[src/design/pnmt_pkg.sv]
// Shared types, codes and constants of the peer node table.
package pnmt_pkg;

  localparam int unsigned EntriesDefault = 32;
  localparam logic [15:0] HoldReset      = 16'd120;

  localparam int unsigned InDataW  = 120;
  localparam int unsigned InUserW  = 2;
  localparam int unsigned OutDataW = 152;
  localparam int unsigned OutUserW = 1;

  typedef enum logic [1:0] {
    OP_UPDATE = 2'd0,
    OP_AGE    = 2'd1,
    OP_READ   = 2'd2
  } op_e;

  typedef struct packed {
    logic [47:0]        key;
    logic [31:0]        seen;
    logic [31:0]        packets;
    logic [7:0]         role;
    logic [7:0]         hops;
    logic               direct;
    logic signed [8:0]  rssi;
    logic signed [7:0]  snr;
  } entry_t;

  typedef struct packed {
    logic       valid;
    entry_t     entry;
    logic [5:0] used;
  } result_t;

  // controller -> datapath
  typedef struct packed {
    logic load;
    logic scan_init;
    logic scan_step;
    logic resolve;
    logic shift_init;
    logic shift_step;
    logic front_wr;
    logic age_init;
    logic age_step;
    logic read_issue;
    logic res_read;
    logic res_empty;
    logic push;
  } cmd_t;

  // datapath -> controller
  typedef struct packed {
    logic op_update;
    logic op_age;
    logic op_read;
    logic pass_done;
    logic out_free;
  } sts_t;

endpackage

[src/design/pnmt_ctrl.sv]
// Sequencer for the peer node table: item intake, table passes, result hand-off.
module pnmt_ctrl import pnmt_pkg::*; (
  input  logic clk_i,
  input  logic rst_ni,
  input  logic in_valid_i,
  output logic in_ready_o,
  input  sts_t sts_i,
  output cmd_t cmd_o
);

  localparam logic [3:0] S_IDLE       = 4'd0;
  localparam logic [3:0] S_DISPATCH   = 4'd1;
  localparam logic [3:0] S_SCAN       = 4'd2;
  localparam logic [3:0] S_RESOLVE    = 4'd3;
  localparam logic [3:0] S_SHIFT_INIT = 4'd4;
  localparam logic [3:0] S_SHIFT      = 4'd5;
  localparam logic [3:0] S_FRONT      = 4'd6;
  localparam logic [3:0] S_AGE        = 4'd7;
  localparam logic [3:0] S_RD_DATA    = 4'd8;
  localparam logic [3:0] S_EMPTY      = 4'd9;
  localparam logic [3:0] S_DONE       = 4'd10;

  logic [3:0] state_q, state_d;

  assign in_ready_o = (state_q == S_IDLE);

  always_comb begin
    state_d = state_q;
    cmd_o   = '0;
    unique case (state_q)
      S_IDLE: begin
        if (in_valid_i) begin
          cmd_o.load = 1'b1;
          state_d    = S_DISPATCH;
        end
      end
      S_DISPATCH: begin
        if (sts_i.op_update) begin
          cmd_o.scan_init = 1'b1;
          state_d         = S_SCAN;
        end else if (sts_i.op_age) begin
          cmd_o.age_init = 1'b1;
          state_d        = S_AGE;
        end else if (sts_i.op_read) begin
          cmd_o.read_issue = 1'b1;
          state_d          = S_RD_DATA;
        end else begin
          state_d = S_EMPTY;
        end
      end
      S_SCAN: begin
        cmd_o.scan_step = 1'b1;
        if (sts_i.pass_done) state_d = S_RESOLVE;
      end
      S_RESOLVE: begin
        cmd_o.resolve = 1'b1;
        state_d       = S_SHIFT_INIT;
      end
      S_SHIFT_INIT: begin
        cmd_o.shift_init = 1'b1;
        state_d          = S_SHIFT;
      end
      S_SHIFT: begin
        cmd_o.shift_step = 1'b1;
        if (sts_i.pass_done) state_d = S_FRONT;
      end
      S_FRONT: begin
        cmd_o.front_wr = 1'b1;
        state_d        = S_DONE;
      end
      S_AGE: begin
        cmd_o.age_step = 1'b1;
        if (sts_i.pass_done) state_d = S_EMPTY;
      end
      S_RD_DATA: begin
        cmd_o.res_read = 1'b1;
        state_d        = S_DONE;
      end
      S_EMPTY: begin
        cmd_o.res_empty = 1'b1;
        state_d         = S_DONE;
      end
      S_DONE: begin
        if (sts_i.out_free) begin
          cmd_o.push = 1'b1;
          state_d    = S_IDLE;
        end
      end
      default: state_d = S_IDLE;
    endcase
  end

  always_ff @(posedge clk_i or negedge rst_ni) begin
    if (!rst_ni) begin
      state_q <= S_IDLE;
    end else begin
      state_q <= state_d;
    end
  end

endmodule

[config.mk]
export PLATFORM = sky130hd
export DESIGN_NAME = pnmt_ctrl
export DESIGN_NICKNAME = d
export VERILOG_FILES = /design/src/design/pnmt_pkg.sv /design/src/design/pnmt_ctrl.sv
export SDC_FILE = /design/constraint.sdc
export NUM_CORES = 1
export LEC_CHECK = 0
export BUFFER_PORTS_ARGS = -buffer_cell sky130_fd_sc_hd__buf_2
export CAP_MARGIN = 10
export CORE_AREA = 2 2 39 41
export CTS_CLUSTER_SIZE = 8
export DETAILED_ROUTE_END_ITERATION = 6
export DIE_AREA = 0 0 41 43
export PLACE_DENSITY = 0.68
export SKIP_LAST_GASP = 1
export SLEW_MARGIN = 20
export SYNTH_ARGS = -nofsm -noshare
export SYNTH_HDL_FRONTEND = slang
export SYNTH_SLANG_ARGS = --single-unit
[constraint.sdc]
create_clock -name clk_i -period 1.7 [get_ports clk_i]
set_clock_uncertainty 0.05 [all_clocks]
set_input_delay 0.255 -clock clk_i [delete_from_list [all_inputs] [get_ports clk_i]]
set_output_delay 0.255 -clock clk_i [all_outputs]
set_load 0.02 [all_outputs]
After elaboration in Yosys (flattened, before gate mapping)
Index checks and enable logic that the tools add are counted.
Widths: inputs -> output; s select.
{"block": "totals", "ff_bits": 4, "inputBits": 8, "output_inout_bits": 14, "word_cells": 49}
{"block": "classes", "n_eq_ne": 15, "n_mux": 30, "reduce_logical": 3}
{"cell": "$pmux 4 s9", "n": 1}
{"cell": "$mux 4", "n": 7}
{"cell": "$mux 1", "n": 22}
{"cell": "$eq 4x3->1 const B", "n": 4}
{"cell": "$eq 4x4->1 const B", "n": 3}
{"cell": "$ne 2x2->1 const B", "n": 5}
{"cell": "$eq 4x2->1 const B", "n": 2}
{"cell": "$reduce_and 5->1", "n": 1}
{"cell": "$eq 4x1->1 const B", "n": 1}
{"cell": "$logic_not 4->1", "n": 1}
{"cell": "$reduce_or 3->1", "n": 1}

Longest topological paths before layout
Gate-level depths: netlist of run 1.
{"block": "depth", "depth_word": 4, "depth_mapped": 5, "mapped_depth_nobuf": 4}

Worst setup path before layout of run 1
OpenSTA, ideal clock, no wires.
{"block": "synth_path", "path_type": "register to output", "startpoint": "register state_q[3]", "endpoint": "output port cmd_o[12] (netlist bit)", "arrival_ps": 1463, "required_time_ps": 1395, "path_slack_ps": -68, "path_stages_with_launch": 4, "path_buffers": 1, "path_cell_list": "dfrtp_1 > buf_2 > nor4_2 > and2_1"}
{"item": "start: declaration", "line": "pnmt_ctrl.sv:23", "rtl": "logic [3:0] state_q, state_d;"}
{"item": "start signal: assignment", "line": "pnmt_ctrl.sv:97", "rtl": "state_q <= state_d;"}
{"item": "end: declaration", "line": "pnmt_ctrl.sv:8", "rtl": "output cmd_t cmd_o"}

==> summary.txt, run 1 <==
Detailed routing
  • Wirelength per Cell: 13.6 µm
  • DR DRC count: 0
  • Vias post-DR: 593
  • Met2 wire length: 837 µm
  • Metal3 WL: 85 µm
  • Wire length on met1: 578 µm
  • Final wirelength: 1540 µm
  • Vias per cell: 5.25
  • First-pass DRT Iterations: 4
  • Routed Antenna Nets: 0
  • Detailed Route Iter0 Violations: 14
  • Highest metal used: met4

STA
  • RSZ-0062 raised after global routing: true
  • Endpoints failing setup: 2
  • Actual slew at the worst max-slew pin: 289 ps
  • Fin crit period: 1760 ps
  • Final hold violation count: 0
  • Hold_ws: 224 ps
  • Slew HR: 0.806
  • Pins Over Slew Limit: 0
  • Fmax: 569 MHz
  • Setup ws final: -58.0 ps
  • Fin crit share: 1.03

Layout
  • Fin nets: 107
  • Filler Cell Count: 134
  • Ant diodes: 0
  • Max FFs per register: 4
  • Area Growth Syn to Fin: 80.3%
  • Non-filler instance count after layout: 113
  • Largest Register: state_q
  • Layout cells sized above 1: 0.474
  • Largest regs: state_q: 4 flops

Synthesis
  • Net Count, Synth: 70
  • Top_reg_cell synth: dfrtp_1
  • Ranking of synthesized cells by area: dfrtp_1 (22%), nand2b_1 (9.7%), nor3_1 (7.8%), nor2_1 (6.7%), o21ai_1 (5.6%)
  • Distinct cells, synth: 27
  • Synth Warn #: 0
  • Yosys top cell area share: 0.222
  • Post-synthesis sequential area ratio: 0.222
  • Cells after synthesis: 62
  • Synth Cell Area: 450 µm²
  • Largest area contributor in the netlist: dfrtp_1
  • Number of synthesized flops with an enable pin: 0
  • Syn_area_per_cell: 7.27 µm²
  • Register bit total from synthesis: 4
  • Top post-synthesis cells by count: nor2_1 (8), nand2b_1 (7), nor3_1 (7)
  • Post-synth ARST share: 1.00
  • Most common cell in the synthesized netlist: nor2_1

Floorplan
  • Die area: 1760 µm²
  • Initial Util: 0.325
  • Die width: 41 µm
  • Boundary pin count: 22
  • Rows: 14
  • Die Height: 43 µm
  • Total core area: 1380 µm²

Placement
  • Port bufs: 21
  • Pre-CTS WS: 174 ps
  • Inst Count DP: 100
  • Hpwl dp: 912 µm
  • Routability Congestion: 0.787

GRT
  • Vias in the first global route: 455
  • Wire length of the first global-routing pass: 1850 µm
  • GR Util All Layers: 0.154
  • Largest net degree at the start of global routing: 17
  • Initial antenna violation count: 0
  • Overflow after GRT: 0

CTS
  • Clock root buffer: clkbuf_4
  • Sinks on Clock Net: 4
  • Clock Latency Late Sink: 230 ps
  • Inserted Clock Buffers: 3
  • TritonCTS clock tree: built
  • Number of H-tree levels: 1
  • Worst-path clk slew: 40 ps
  • Maximum clock insertion buffer count: 2

Worst setup path
  • CP cell instances: buf_6, nand2b_1, nor3_1, buf_2
  • CP required: 1390 ps
  • CP arrival: 1450 ps
  • CP peak stage delay: 410 ps
  • R2R depth: 7
  • Critical path type: reg -> out
  • Crit. End Element: output port
  • Crit start category: flop
  • Crit path max fanout: 9
  • Crit-path slowest cell: dfrtp_1

Pwr
  • Power per standard cell area: 2030 nW/µm²
  • Static leakage: 0.402 nW
  • Peak VDD IR: 0.000793 V

Hold path
  • Min-Delay Path Class: in -> reg
  • WHS Path Cells: 2

Run status
  • Status: finished with violations
  • Violated checks: negative setup slack

Run
  • Number of max-cap violations: 0
## where the power goes
part,internal [mW],switching [mW],leakage [nW],total [mW]
Sequential,0.147,0.0591,0.0494,0.207
Combinational,0.660,0.665,0.339,1.32
Clock,0.0789,0.0372,0.0138,0.116
Total,0.886,0.761,0.402,1.65
## per-stage QoR
stage	util	setup TNS, ps	instance area [µm²]	total power [mW]
6_report	0.587	-58.6	812	1.65
5_1_grt	0.587	-232	812	1.76
4_1_cts	0.463	0	641	1.25
3_5_place_dp	0.429	0	594	1.10
3_3_place_gp	0.429	0	594	1.09
2_1_floorplan	-	-3.76	459	0.867
## kinds of logic after synthesis
logic type | Yosys count | synth area share
AOI/OAI and AO/OA | 16 | 0.219
xor gates and xnor gates | 2 | 0.0389
buffers and inverters | 6 | 0.0778
DFF | 4 | 0.222
muxes | 1 | 0.0222
and+or+nand+nor | 33 | 0.419
## critical path: cells and delay by family, from the launching register on
family	cells	cell delay, ps
buffers and inverters	2	380
flip-flops	1	410
AND/OR/NAND/NOR	2	430
## routing by layer
layer | GRT usage | vias to the layer above
li1 | - | 293
met1 | 0.211 | 276
met2 | 0.219 | 20
met3 | 0.0471 | 4
met4 | 0.0600 | 0
met5 | 0 | -
## timing repair
action,CTS,global route
hold buffers,1,0
setup buffers,0,8
endpoints found under the hold margin,4,0
pin swaps,0,3
endpoints found under the setup margin,3,8
cloned,0,1
resized for setup,2,17
## worst paths after layout
path                                  from         end  slack [ps]
max in group asynchronous           rst_ni  state_q[3]        1170
worst min register to register  state_q[2]  state_q[0]         690
worst max-delay path            state_q[2]    cmd_o[0]         -60
min in group asynchronous           rst_ni  state_q[0]         300
worst max register to register  state_q[3]  state_q[1]         120
worst min-delay path              sts_i[0]  state_q[3]         220
## layout by cell type, fill, tap and decap left out, types with 2 or more instances in the layout
| master | n |
|---|---|
| clkbuf_4 | 3 |
| buf_4 | 9 |
| nor3_1 | 6 |
| and2_1 | 2 |
| nand2b_1 | 4 |
| and3b_1 | 2 |
| a21oi_1 | 4 |
| nand2_1 | 2 |
| o21ai_1 | 5 |
| dfrtp_1 | 3 |
| nor2_1 | 8 |
| nand2b_4 | 2 |
| buf_2 | 18 |
| buf_6 | 5 |
| nor4_4 | 2 |
| inv_1 | 2 |
## final cells by class
cell class                      count  area (µm²)  share of cell area
Inverter                            2        7.51             0.00924
Timing Repair Buffer               36         284               0.350
Tap cell                           16        20.0              0.0247
Sequential cell                     4         101               0.125
Clock buffer                        3        22.5              0.0277
Multi-Input combinational cell     52         377               0.464
No activity file was read; power rests on OpenSTA's default activity.
==> run 2, diff against run 1 <==
ABC_AREA = 1   (was not set)
PLACE_DENSITY = 0.7   (was 0.68)
==> run 2 against run 1 <==
  * Cell count rose by 11%
  * Non-clock buffer count fell by 12
  * Critical path type unchanged
  * Largest power group unchanged
  * The flow now finishes without violations
  * Clock-buffer cell count did not move
==> summary.txt, run 2 <==
Floorplan
  • Total core area: 1380 µm²
  • Initial Util: 0.344
  • Die Height: 43 µm
  • Rows: 14
  • Die width: 41 µm
  • Boundary pin count: 22
  • Die area: 1760 µm²

STA
  • Endpoints failing setup: 0
  • Pins Over Slew Limit: 0
  • Slew HR: 0.879
  • RSZ-0062 raised after global routing: false
  • Fin crit period: 1620 ps
  • Setup tns final: 0 ps
  • Fmax: 619 MHz
  • Final hold violation count: 0
  • Actual slew at the worst max-slew pin: 182 ps
  • Fin crit share: 0.950

Pwr
  • Peak VDD IR: 0.000669 V
  • Power per standard cell area: 1780 nW/µm²
  • Static leakage: 0.414 nW

Synthesis
  • Most common cell in the synthesized netlist: nor2_1
  • Yosys top cell area share: 0.211
  • Top post-synthesis cells by count: nor2_1 (19), nand2_1 (15), inv_1 (11)
  • Register bit total from synthesis: 4
  • Distinct cells, synth: 16
  • Largest area contributor in the netlist: dfrtp_1
  • Synth Warn #: 0
  • Post-synthesis sequential area ratio: 0.211
  • Post-synth ARST share: 1.00
  • Synth Cell Area: 475 µm²
  • Number of synthesized flops with an enable pin: 0
  • Syn_area_per_cell: 5.73 µm²
  • Cells after synthesis: 83
  • Top_reg_cell synth: dfrtp_1
  • Net Count, Synth: 91
  • Ranking of synthesized cells by area: dfrtp_1 (21%), nor2_1 (15%), nand2_1 (12%), nand2_2 (12%), inv_1 (8.7%)

GRT
  • Wire length of the first global-routing pass: 1790 µm
  • Initial antenna violation count: 0
  • GR Util All Layers: 0.151
  • Overflow after GRT: 0
  • Vias in the first global route: 442
  • Largest net degree at the start of global routing: 9

Worst setup path
  • Crit. End Element: output port
  • CP peak stage delay: 440 ps
  • FF-to-FF End: state_q[0]
  • Critical path type: reg -> out
  • Crit-path slowest cell: dfrtp_2
  • CP bufs+invs: 2
  • R2R Setup Slk: 350 ps
  • R2R depth: 9
  • CP required: 1390 ps
  • Worst R2R Start: state_q[1]
  • Crit path max fanout: 6
  • Most used cell along the critical path: nand2_2
  • CP cell instances: inv_2, nand2_2, nor2_4, nand2_2, nor2_1, buf_2
  • Crit start category: flop
  • Top delay family on crit path: flip-flops
  • CP arrival: 1310 ps

Layout
  • Area Growth Syn to Fin: 35.0%
  • Final Util: 0.464
  • Max FFs per register: 4
  • Commonest non-fill, non-tap cell in the layout: buf_2
  • Largest Register: state_q
  • Fin nets: 119
  • Ant diodes: 0
  • Most frequent cells in the layout: buf_2 (21), nor2_1 (18), nand2_1 (15)
  • Largest regs: state_q: 4 flops
  • Layout cells sized above 1: 0.450

Detailed routing
  • Routed Antenna Nets: 0
  • Detailed Route Iter0 Violations: 8
  • Met2 wire length: 531 µm
  • Wire length on met1: 545 µm
  • Highest metal used: met4
  • DR DRC count: 0
  • Vias per cell: 4.44
  • Final wirelength: 1150 µm
  • Metal3 WL: 56 µm
  • Wirelength per Cell: 9.21 µm
  • Vias post-DR: 555
  • First-pass DRT Iterations: 4

CTS
  • Inserted Clock Buffers: 3
  • Number of H-tree levels: 1
  • Clock root buffer: clkbuf_4
  • Clock Latency Late Sink: 240 ps
  • Sinks on Clock Net: 4
  • Worst-path clk slew: 40 ps
  • Maximum clock insertion buffer count: 2
  • TritonCTS clock tree: built

Run status
  • Status: finished clean

Hold path
  • Hold EP: state_q[3]
  • Hold path startpoint: sts_i[0]
  • Min-Delay Path Class: in -> reg
  • WHS Path Cells: 4

Run
  • Number of max-cap violations: 0

Placement
  • Port bufs: 21
  • Hpwl dp: 940 µm
  • Routability Congestion: 0.796
-- run 2: cell types whose count changed in the layout (fill, tap and decap cells not counted), moves of 3 or more --
cell,change
nand2b_1,-4
buf_2,+3
nand3_1,+8
nor2_1,+10
buf_6,-5
nand2_2,+9
inv_1,+9
inv_2,+5
buf_4,-7
a21oi_1,-3
nand2_1,+13
nor3_1,-3
o21ai_1,-4
-- run 2: logic make-up (layout without fill, tap and decap cells) --
logic type / Yosys count / in the layout / share of synthesized area
compound gates: 2 / 2 / 0.0210
buf+inv: 18 / 44 / 0.163
simple gates: 59 / 59 / 0.605
flops: 4 / 4 / 0.211
-- run 2: worst max-delay path by stage --
stage,startpoint,end,cells past startpoint
after floorplan,state_q[1],cmd_o[12],4
after global placement,state_q[1],cmd_o[3],6
after detailed placement,state_q[1],cmd_o[3],6
after CTS,state_q[1],cmd_o[3],6
after global routing,state_q[1],cmd_o[5],6
final,state_q[1],cmd_o[3],6
-- run 2: area by class of cell --
cell class | instances | area [µm²]
multi-input combinational | 61 | 300
fill | 152 | 742
clock buffer | 3 | 22.5
sequential | 4 | 103
timing repair buffer | 24 | 130
inverter | 17 | 66.3
tap | 16 | 20.0
-- run 2: through the flow --
stage	power (mW)	hold WS, ps	setup slack, ps	std cells	cell area, µm²
after floorplan	0.813	-90.6	220	83	475
after global placement	0.964	14.9	316	119	589
after detailed placement	0.971	12.8	287	119	589
after CTS	1.10	268	17.3	123	622
after global routing	1.26	290	17.4	125	642
final	1.14	266	84.7	125	642
-- run 2: worst reg2reg max path, delay by kind of cell (launching register included) --
family        cells  cell delay [ps]
buf+inv           2              190
simple gates      7              540
flops             1              440
-- run 2: where the power goes --
| group | switching, mW | total, mW | internal, mW |
|---|---|---|---|
| registers | 0.0701 | 0.216 | 0.146 |
| clock network | 0.0394 | 0.118 | 0.0790 |
| logic | 0.526 | 0.805 | 0.279 |
-- run 2: what timing repair did --
item,4_1_cts,5_1_grt
endpoints found under the setup margin,0,3
resized for setup,0,3
hold buffers,1,0
buffers inserted,0,2
endpoints found under the hold margin,4,0
-- run 2: layer usage --
metal | GRT usage | vias to the layer above
met5 | 0 | -
met2 | 0.206 | 17
met1 | 0.223 | 235
li1 | - | 301
met4 | 0.0600 | 0
met3 | 0.0314 | 2
